**src/srq_pkg.sv**
```systemverilog
`timescale 1ns / 1ps
// Shared constants, types and saturation helper for the Schroeder reverberator.
// Used by every module of the block except srq_ram; depends on nothing.
package srq_pkg;

	localparam int NUM_COMBS   = 4;
	localparam int NUM_ALLPASS = 2;
	localparam int COMB_LEN    = 2400;
	localparam int ALLPASS_LEN = 480;
	localparam int MIN_DELAY   = 10;

	localparam int S_W    = 16;
	localparam int G_W    = 16;
	localparam int CD_W   = 12;
	localparam int AD_W   = 9;
	localparam int FRAC_W = 15;

	localparam int CD_REG_W = 48;
	localparam int CG_REG_W = 64;
	localparam int AD_REG_W = 18;
	localparam int AG_REG_W = 32;

	localparam int CFG_IDX_W  = 3;
	localparam int CFG_DATA_W = 64;

	localparam logic [CFG_IDX_W-1:0] REG_COMB_DLY = 3'd0;
	localparam logic [CFG_IDX_W-1:0] REG_COMB_GAIN = 3'd1;
	localparam logic [CFG_IDX_W-1:0] REG_AP_DLY = 3'd2;
	localparam logic [CFG_IDX_W-1:0] REG_AP_GAIN = 3'd3;
	localparam logic [CFG_IDX_W-1:0] REG_WET = 3'd4;
	localparam logic [CFG_IDX_W-1:0] REG_DRY = 3'd5;

	// positions and clamped delays
	localparam int CP_W = $clog2(COMB_LEN + 1);
	localparam int AP_W = $clog2(ALLPASS_LEN + 1);

	localparam int CM_DEPTH  = NUM_COMBS * COMB_LEN;
	localparam int AM_DEPTH  = NUM_ALLPASS * ALLPASS_LEN;
	localparam int CM_AW     = $clog2(CM_DEPTH);
	localparam int AM_AW     = $clog2(AM_DEPTH);
	localparam int CLR_DEPTH = (CM_DEPTH > AM_DEPTH) ? CM_DEPTH : AM_DEPTH;
	localparam int CLR_W     = $clog2(CLR_DEPTH);

	localparam int CI_W  = $clog2(NUM_COMBS + 1);
	localparam int CIX_W = (NUM_COMBS > 1) ? $clog2(NUM_COMBS) : 1;
	localparam int AIX_W = (NUM_ALLPASS > 1) ? $clog2(NUM_ALLPASS) : 1;

	localparam int ACC_W    = S_W + CI_W;
	localparam int MB_W     = S_W + 2;
	localparam int P_W      = G_W + MB_W;
	localparam int PS_W     = P_W - FRAC_W;
	localparam int SAT_IN_W = 24;

	localparam logic signed [SAT_IN_W-1:0] SAT_HI = 24'sd32767;
	localparam logic signed [SAT_IN_W-1:0] SAT_LO = -24'sd32768;

	typedef struct packed {
		logic [NUM_COMBS-1:0][CP_W-1:0]   comb_dly;
		logic [NUM_COMBS-1:0][G_W-1:0]    comb_gain;
		logic [NUM_ALLPASS-1:0][AP_W-1:0] ap_dly;
		logic [NUM_ALLPASS-1:0][G_W-1:0]  ap_gain;
		logic signed [G_W-1:0]            wet;
		logic signed [G_W-1:0]            dry;
	} srq_cfg_t;

	typedef struct packed {
		logic ready;
		logic res_valid;
	} srq_stat_t;

	function automatic logic signed [S_W-1:0] sat16(input logic signed [SAT_IN_W-1:0] v);
		if (v > SAT_HI)
			return S_W'(SAT_HI);
		else if (v < SAT_LO)
			return S_W'(SAT_LO);
		else
			return S_W'(v);
	endfunction

endpackage

```
**src/srq_cfg.sv**
```systemverilog
`timescale 1ns / 1ps
// Configuration register file: decodes writes, unpacks and clamps per-section fields.
// Depends on srq_pkg.
module srq_cfg import srq_pkg::*; (
	input  logic                  clk,
	input  logic                  arst_n,
	input  logic                  we,
	input  logic [CFG_IDX_W-1:0]  index,
	input  logic [CFG_DATA_W-1:0] data,
	output srq_cfg_t              cfg
);

	logic [CD_REG_W-1:0]   cd_q;
	logic [CG_REG_W-1:0]   cg_q;
	logic [AD_REG_W-1:0]   ad_q;
	logic [AG_REG_W-1:0]   ag_q;
	logic signed [G_W-1:0] wet_q;
	logic signed [G_W-1:0] dry_q;

	function automatic logic [CP_W-1:0] clamp_comb(input logic [CD_W-1:0] f);
		if (f < CD_W'(MIN_DELAY))
			return CP_W'(MIN_DELAY);
		else if (f > CD_W'(COMB_LEN))
			return CP_W'(COMB_LEN);
		else
			return CP_W'(f);
	endfunction

	function automatic logic [AP_W-1:0] clamp_ap(input logic [AD_W-1:0] f);
		if (f < AD_W'(MIN_DELAY))
			return AP_W'(MIN_DELAY);
		else if (f > AD_W'(ALLPASS_LEN))
			return AP_W'(ALLPASS_LEN);
		else
			return AP_W'(f);
	endfunction

	always_ff @(posedge clk or negedge arst_n) begin
		if (!arst_n) begin
			cd_q  <= '0;
			cg_q  <= '0;
			ad_q  <= '0;
			ag_q  <= '0;
			wet_q <= '0;
			dry_q <= 16'sd32767;
		end else if (we) begin
			case (index)
				REG_COMB_DLY:  cd_q  <= data[CD_REG_W-1:0];
				REG_COMB_GAIN: cg_q  <= data[CG_REG_W-1:0];
				REG_AP_DLY:    ad_q  <= data[AD_REG_W-1:0];
				REG_AP_GAIN:   ag_q  <= data[AG_REG_W-1:0];
				REG_WET:       wet_q <= data[G_W-1:0];
				REG_DRY:       dry_q <= data[G_W-1:0];
				default: ;
			endcase
		end
	end

	// sections whose field lies beyond the register read a zero gain and the minimum delay
	for (genvar i = 0; i < NUM_COMBS; i++) begin : g_comb
		if (i * CD_W < CD_REG_W) begin : g_dly
			assign cfg.comb_dly[i] = clamp_comb(cd_q[i*CD_W +: CD_W]);
		end else begin : g_dly_none
			assign cfg.comb_dly[i] = CP_W'(MIN_DELAY);
		end
		if (i * G_W < CG_REG_W) begin : g_gain
			assign cfg.comb_gain[i] = cg_q[i*G_W +: G_W];
		end else begin : g_gain_none
			assign cfg.comb_gain[i] = '0;
		end
	end

	for (genvar i = 0; i < NUM_ALLPASS; i++) begin : g_ap
		if (i * AD_W < AD_REG_W) begin : g_dly
			assign cfg.ap_dly[i] = clamp_ap(ad_q[i*AD_W +: AD_W]);
		end else begin : g_dly_none
			assign cfg.ap_dly[i] = AP_W'(MIN_DELAY);
		end
		if (i * G_W < AG_REG_W) begin : g_gain
			assign cfg.ap_gain[i] = ag_q[i*G_W +: G_W];
		end else begin : g_gain_none
			assign cfg.ap_gain[i] = '0;
		end
	end

	assign cfg.wet = wet_q;
	assign cfg.dry = dry_q;

endmodule

```
**config.mk**
```make
export PLATFORM = sky130hd
export DESIGN_NAME = srq_cfg
export DESIGN_NICKNAME = d
export VERILOG_FILES = /design/src/srq_pkg.sv /design/src/srq_cfg.sv
export SDC_FILE = /design/constraint.sdc
export NUM_CORES = 1
export LEC_CHECK = 0
export BUFFER_PORTS_ARGS = -buffer_cell sky130_fd_sc_hd__buf_2
export CORE_ASPECT_RATIO = 1.5
export CORE_MARGIN = 2
export CORE_UTILIZATION = 45
export DETAILED_ROUTE_END_ITERATION = 12
export GPL_ROUTABILITY_DRIVEN = 0
export PLACE_DENSITY = 0.75
export SLEW_MARGIN = 25
export SYNTH_ARGS = -nofsm -noshare
export SYNTH_HDL_FRONTEND = slang
export SYNTH_SLANG_ARGS = --single-unit
```
**constraint.sdc**
```tcl
create_clock -name clk -period 1.1 [get_ports clk]
set_input_delay 0.055 -clock clk [delete_from_list [all_inputs] [get_ports clk]]
set_output_delay 0.055 -clock clk [all_outputs]
set_load 0.02 [all_outputs]
```
# [Yosys cells after proc, flatten, opt, wreduce, memory -nomap -nowiden]
# Index checks and enable logic that the tools add are counted.
# W data, S select, Z words.
[classes] n_lt_le_gt_ge=12 n_reduce_logical=7 mux=12 n_eq_ne=5
[ops] operator="$mux W12" count=8
[ops] operator="$gt A12 B12 Y1 const B" count=4
[ops] operator="$lt A12 B4 Y1 const B" count=4
[ops] operator="$mux W9" count=4
[ops] operator="$gt A9 B9 Y1 const B" count=2
[ops] operator="$lt A9 B4 Y1 const B" count=2
[ops] operator="$reduce_and A2 Y1" count=6
[ops] operator="$eq A3 B2 Y1 const B" count=2
[ops] operator="$eq A3 B3 Y1 const B" count=2
[ops] operator="$eq A3 B1 Y1 const B" count=1
[ops] operator="$logic_not A3 Y1" count=1
[totals] inputBits=70 out_inout_bits=194 register_bits=194

# [Logic depth before layout (Yosys ltp)]
# Gate-level depths: netlist of the first run.
[depth] depth_word=3 mapped_depth=5 ltp_nobuf=3

# [Worst setup path after synthesis of the first run]
# No wires, ideal clock.
[synth_path] kind="register -> output" start="register cd_q[29]" end="output cfg[172] in the netlist's numbering" path_stages_with_launch=4 slack_ns=-0.508 required_ns=1.045 arrival_time_ns=1.553 n_path_buf=0 cell_sequence="dfrtp_1 -> a2111o_1 -> o311a_1 -> a211oi_1"
[synth_lines] element="from (decl)" line_no="srq_cfg.sv:13" rtl="logic [CD_REG_W-1:0] cd_q;"
[synth_lines] element="from (signal assigned)" line_no="srq_cfg.sv:48" rtl="REG_COMB_DLY: cd_q <= data[CD_REG_W-1:0];"
[synth_lines] element="to (decl)" line_no="srq_cfg.sv:10" rtl="output srq_cfg_t cfg"

==> impl_metrics.yaml, run 1 <==
power_and_ir_drop:
  irDropWorstVdd_v: 0.00115
  power_leakage_nw: 6.39
  power_mw: 27.6
  p_per_area_nw_per_um2: 2080
floorplanning:
  die_w_um: 115
  initial_core_util_pct: 45.9
  dieHeight_um: 170
  die_area_um2: 19400
  ios: 264
  rows: 60
  design.core.area_um2: 17900
worst_setup_path:
  path_delay_family: "compound AO/OA/AOI/OAI gates"
  cpPeakStageDelay_ns: 0.45
  worst_ep_required_time_ns: 1.04
  worstPathArrival_ns: 1.95
  worst-path-buf-inv: 2
  start_kind: "flop"
  cp-end-kind: "output pin"
  critPathMaxFanout: 7
  crit_slowest_cell: "a2111o_1"
  crit_chain: "a2111o_1, buf_6, o311a_4, a21boi_1, buf_4"
  crit_type: "flop to output pin"
grt:
  grtUsageTotal_pct: 26.1
  grt_pass1_vias: 7065
  grt_max_degree: 35
  grt_pass1_wl_um: 38900
  grt_overflow: 0
  antenna_found_initial: 0
timing:
  holdWs_ns: 0.103
  setup_viol_count_final: 80
  rsz0062_at_grt: "yes"
  tightest_slew_ns: 0.359
  final-hold-violation-count: 0
  period_needed_ns: 2.00
  fmax_ghz: 0.500
  clock_skew_ns: 0
  post-route-period-util_pct: 182
  setup-tns-final_ns: -39.95
  max_slew_margin_pct: 76.0
  slew_viol_final: 0
  final.setup.worst_slack_ns: -0.902
final_layout:
  syn_to_final_growth_pct: 60.9
  final_cell_count_no_fill: 1213
  multi_input_area_um2: 3890
  fillCellCount: 1010
  final_area_um2: 13300
  seq_area_um2: 4890
  layout-drive-gt1-share_pct: 70.2
  num-nets-final: 1053
  fin_util_pct: 73.9
  diodes: 0
detailed_routing:
  vias: 6545
  drt-pass1-iter-count: 6
  ant_nets: 0
  drt_iter0_drc: 297
  drc: 0
  via_per_inst: 5.40
  wirelength_um: 25900
  wl_per_cell_um: 21.3
placed_design:
  dp_cells: 1098
  pre_cts_slack_ns: -0.436
  portBuffers: 263
  hpwl_um: 16100
  place_area_um2: 11100
logic_synthesis:
  yosys_register_bits: 194
  yosys-top-cells-area: "dfrtp_1 (54%), mux2_2 (22%), mux2_4 (5.5%), dfstp_2 (4.8%), buf_6 (2.0%)"
  synth_fp_nets: 614
  yosysMostFrequentCell: "dfrtp_1"
  synth_edf_count: 0
  syn-instance-count: 544
  async_reset_ff_share_pct: 100
  seq_area_frac_synth_pct: 59.1
  synth_common_cells: "dfrtp_1 (179), mux2_2 (161), mux2_4 (30)"
  syn-cell-area_um2: 8240
  synth.distinct_cells: 38
  synth_top_area_share_pct: 54.3
  ys_warn_count: 0
  yosys.area.top_type: "dfrtp_1"
  synth.avg_cell_area_um2: 15.2
  ys.flop_type: "dfrtp_1"
clocking:
  clk_pin_slew_ns: 0.08
  worstSkewPairLatency_ns: 0.43
  clockBufferDepth: 2
  cts_tree: "done"
  htreeDepth: 4
  cts-buffers-inserted: 17
  cts_root_buf: "clkbuf_16"
  cts_sinks: 194
job:
  drv_cap: 0
worst_hold_path:
  hp-class: "input port to asynchronous set/reset pin"
run_status:
  outcome: "complete, but fails checks"
  violations: "setup timing"
==> final cells by class <==
class                           count  area share [%]
Clock buffer                       17            3.21
Inverter                            3          0.0849
Clock inverter                     15            1.38
Tap cell                          217            2.05
Timing Repair Buffer              453            27.1
Multi-Input combinational cell    314            29.3
Sequential cell                   194            36.8
==> kinds of logic (layout without fill, tap and decap cells) <==
logic type | Yosys count | count (layout) | synth area share, %
AO/OA/AOI/OAI | 49 | 49 | 4.40
AND/OR/NAND/NOR | 74 | 74 | 5.86
buffers and inverters | 36 | 488 | 3.16
flip-flops | 194 | 194 | 59.1
multiplexers | 191 | 191 | 27.5
==> per-layer routing <==
layer  GRT usage, %  vias to the layer above  wire length (um)
li1               -                     2855                 -
met1           28.9                     3367              9680
met2           47.5                      258             14200
met3           5.89                       65              1250
met4           11.1                        0               743
met5              0                        -                 0
==> flip-flops by register name, indices dropped and copies added (netlist names) <==
signal,count
dry_q,16
ad_q,18
cd_q,48
cg_q,64
ag_q,32
wet_q,16
==> worst reg2reg max path, cell delays in order (launching register included) <==
cell and delay, ns:
dfrtp_1 0.42, buf_6 0.15, buf_6 0.12, buf_6 0.10, mux2_4 0.25
==> power by group <==
part	internal [mW]	total, mW	switching, mW	leakage [nW]
Combinational	5.84	11.1	5.23	3.80
Sequential	8.81	10.1	1.29	2.29
Clock	3.29	6.40	3.12	0.298
Total	17.9	27.6	9.64	6.39
==> repair_timing <==
action	4_1_cts	5_1_grt
gates resized for setup	176	60
setup endpoints to repair	80	87
endpoints found under the hold margin	374	0
pin swaps	46	19
hold buffers	65	0
setup buffers	13	10
==> path summary, 6_finish.rpt <==
check	depth (start not counted)	to	slack, ns	startpoint
worst max-delay path	5	cfg[177]	-0.90	cd_q[29]
worst min-delay path	2	cg_q[61]	0.10	arst_n
worst max register to register	4	cd_q[7]	-0.04	cd_q[7]
worst min register to register	1	ag_q[1]	0.51	ag_q[1]
max in group asynchronous	3	dry_q[13]	0.41	arst_n
min in group clk	4	cd_q[26]	0.20	index[1]
==> cell usage in the layout (no fill, tap or decap), types with 6 or more instances in the layout <==
cell             n
dlygate4sd3_1   65
nor2_1           6
mux2_4         125
dfrtp_2         11
nand2_1         10
clkbuf_16       17
buf_2          185
a21o_1          14
inv_6            7
buf_4          100
mux2_2          66
buf_12          12
buf_6           89
and3_4           9
dfrtp_1        168
dfstp_2         15
o21ai_0          7
Note: power is estimated with default switching activity, not from simulation.
==> run 2, diff against run 1 <==
--- a/config.mk
+++ b/config.mk
@@ -8,10 +8,10 @@
 export BUFFER_PORTS_ARGS = -buffer_cell sky130_fd_sc_hd__buf_2
 export CORE_ASPECT_RATIO = 1.5
 export CORE_MARGIN = 2
-export CORE_UTILIZATION = 45
+export CORE_UTILIZATION = 46
 export DETAILED_ROUTE_END_ITERATION = 12
 export GPL_ROUTABILITY_DRIVEN = 0
-export PLACE_DENSITY = 0.75
+export PLACE_DENSITY = 0.76
 export SLEW_MARGIN = 25
 export SYNTH_ARGS = -nofsm -noshare
 export SYNTH_HDL_FRONTEND = slang
==> run 2 against run 1 <==
Design area increased by 1.4%; register-to-register slack improved by 0.05 ns; clock skew unchanged; highest routed layer unchanged; non-clock buffer count is 16 higher; via count is 1.8% higher; the run still ends with setup timing left; critical endpoint is now cfg[184].
==> impl_metrics.yaml, run 2 (same netlist as run 1, synthesis figures left out) <==
worst_setup_path:
  critPathMaxFanout: 6
  worstReg2RegStart: "cd_q[9]"
  cp-end-kind: "output pin"
  rr_endpoint: "cd_q[9]"
  crit_type: "flop to output pin"
  start_kind: "flop"
  rr_worst_depth: 3
  critPathLaunch: "cd_q[43]"
  worst_ep_required_time_ns: 1.04
  worstPathArrival_ns: 2.03
  endpoint: "cfg[184]"
  r2r_slack_ns: 0.01
final_layout:
  syn_to_final_growth_pct: 63.1
  fillCellCount: 1012
  fin_util_pct: 75.9
  num-nets-final: 1069
  largest_reg_flops: 64
  final_common_cell: "buf_2"
  top_regs: "cg_q (64), cd_q (48), ag_q (32)"
  layout_common_cells: "buf_2 (180), dfrtp_1 (171), mux2_4 (125), buf_6 (105), buf_4 (105)"
  regMostFlops: "cg_q"
  layout-drive-gt1-share_pct: 70.6
clocking:
  cts-buffers-inserted: 17
  clk_pin_slew_ns: 0.07
  cts_tree: "done"
  cts_sinks: 194
  cts_root_buf: "clkbuf_16"
  htreeDepth: 4
  clockBufferDepth: 2
  worstSkewPairLatency_ns: 0.43
detailed_routing:
  ant_nets: 0
  wirelength_um: 27100
  drc: 0
  via_per_inst: 5.42
  drt_iter0_drc: 436
  wl_per_cell_um: 22.0
  vias: 6665
  drt-pass1-iter-count: 5
power_and_ir_drop:
  p_per_area_nw_per_um2: 2070
  irDropWorstVdd_v: 0.00139
  p_seq_share_pct: 36.4
  power_leakage_nw: 6.49
  p_comb_share_pct: 41.1
  clkPwrFrac_pct: 22.5
  internal-power_mw: 18.2
  net-switching-power_mw: 9.62
  swShare_pct: 34.5
floorplanning:
  rows: 60
  initial_core_util_pct: 46.5
  die_w_um: 113
  design.core.area_um2: 17700
  dieHeight_um: 168
  die_area_um2: 19000
  ios: 264
run_status:
  outcome: "complete, but fails checks"
  violations: "setup timing"
timing:
  period_needed_ns: 2.08
  rsz0062_at_grt: "yes"
  max_slew_margin_pct: 75.9
  final.setup.worst_slack_ns: -0.983
  tightest_slew_ns: 0.362
  holdWs_ns: 0.135
  post-route-period-util_pct: 189
  fmax_ghz: 0.480
  clock_skew_ns: 0
  final-hold-violation-count: 0
  setup_viol_count_final: 80
  slew_viol_final: 0
grt:
  grt_pass1_vias: 7219
  grt_pass1_wl_um: 40100
  antenna_found_initial: 0
  grtUsageTotal_pct: 27.2
  grt_max_degree: 41
  grt_overflow: 0
placed_design:
  hpwl_um: 16400
  portBuffers: 263
worst_hold_path:
  hp-class: "input port to asynchronous set/reset pin"
job:
  drv_cap: 0
[run 2: worst max-delay path, cell delays in order (launching register included)]
cell and delay [ns]:
dfrtp_1 0.41, buf_6 0.13, nor4_4 0.26, nand4_1 0.22, buf_6 0.20, a211oi_4 0.21, buf_6 0.15
[run 2: power groups by stage]
stage	clock, mW	combinational, mW	sequential (mW)
6_report	6.27	11.4	10.1
5_1_grt	6.68	11.9	10.3
4_1_cts	6.37	10.6	9.95
3_5_place_dp	0	9.03	9.94
3_3_place_gp	0	8.87	9.89
2_1_floorplan	0	4.04	11.2
[run 2: final cells by class]
| class | instances | area (um^2) | area share [%] |
|---|---|---|---|
| antenna | 1 | 2.50 | 0.0186 |
| clock buffer | 20 | 457 | 3.40 |
| clock inverter | 12 | 143 | 1.06 |
| inverter | 3 | 11.3 | 0.0837 |
| multi-input combinational | 314 | 3880 | 28.9 |
| sequential | 194 | 4880 | 36.3 |
| tap | 217 | 272 | 2.02 |
| timing repair buffer | 469 | 3800 | 28.2 |
[run 2: worst min-delay path by stage]
stage | cells after the start | slack, ns | endpoint | from
3_5_place_dp | 1 | 0.002 | cg_q[54] | arst_n
2_1_floorplan | 0 | -0.24 | ad_q[0] | arst_n
3_3_place_gp | 1 | -0.002 | cg_q[54] | arst_n
4_1_cts | 2 | 0.11 | cg_q[61] | arst_n
6_report | 2 | 0.14 | cg_q[53] | arst_n
5_1_grt | 2 | 0.14 | cg_q[54] | arst_n
[run 2: timing repair]
item	in CTS	in global routing
setup endpoints to repair	80	89
setup buffers	16	24
gates resized for setup	187	64
hold endpoints to repair	374	0
pin swaps	45	34
hold buffers	65	0
[run 2: through the flow]
step	total power, mW	cell area, um^2	std cells	setup TNS [ns]	worst slack (ns)
2_1_floorplan	15.2	8790	544	-22.37	-0.341
3_3_place_gp	18.8	11100	1099	-42.35	-0.391
3_5_place_dp	19.0	11100	1099	-45.95	-0.434
4_1_cts	26.9	13100	1210	-38.42	-0.872
5_1_grt	28.9	13400	1229	-45.34	-1.06
6_report	27.8	13400	1230	-40.25	-0.983
[run 2: per-layer routing]
metal  track usage, %  up-vias  wire (um)
met5                0        -          0
met4             10.3        0        862
met3             6.12       64       1410
met2             49.6      295      14800
met1             30.8     3427       9960
li1                 -     2879          -
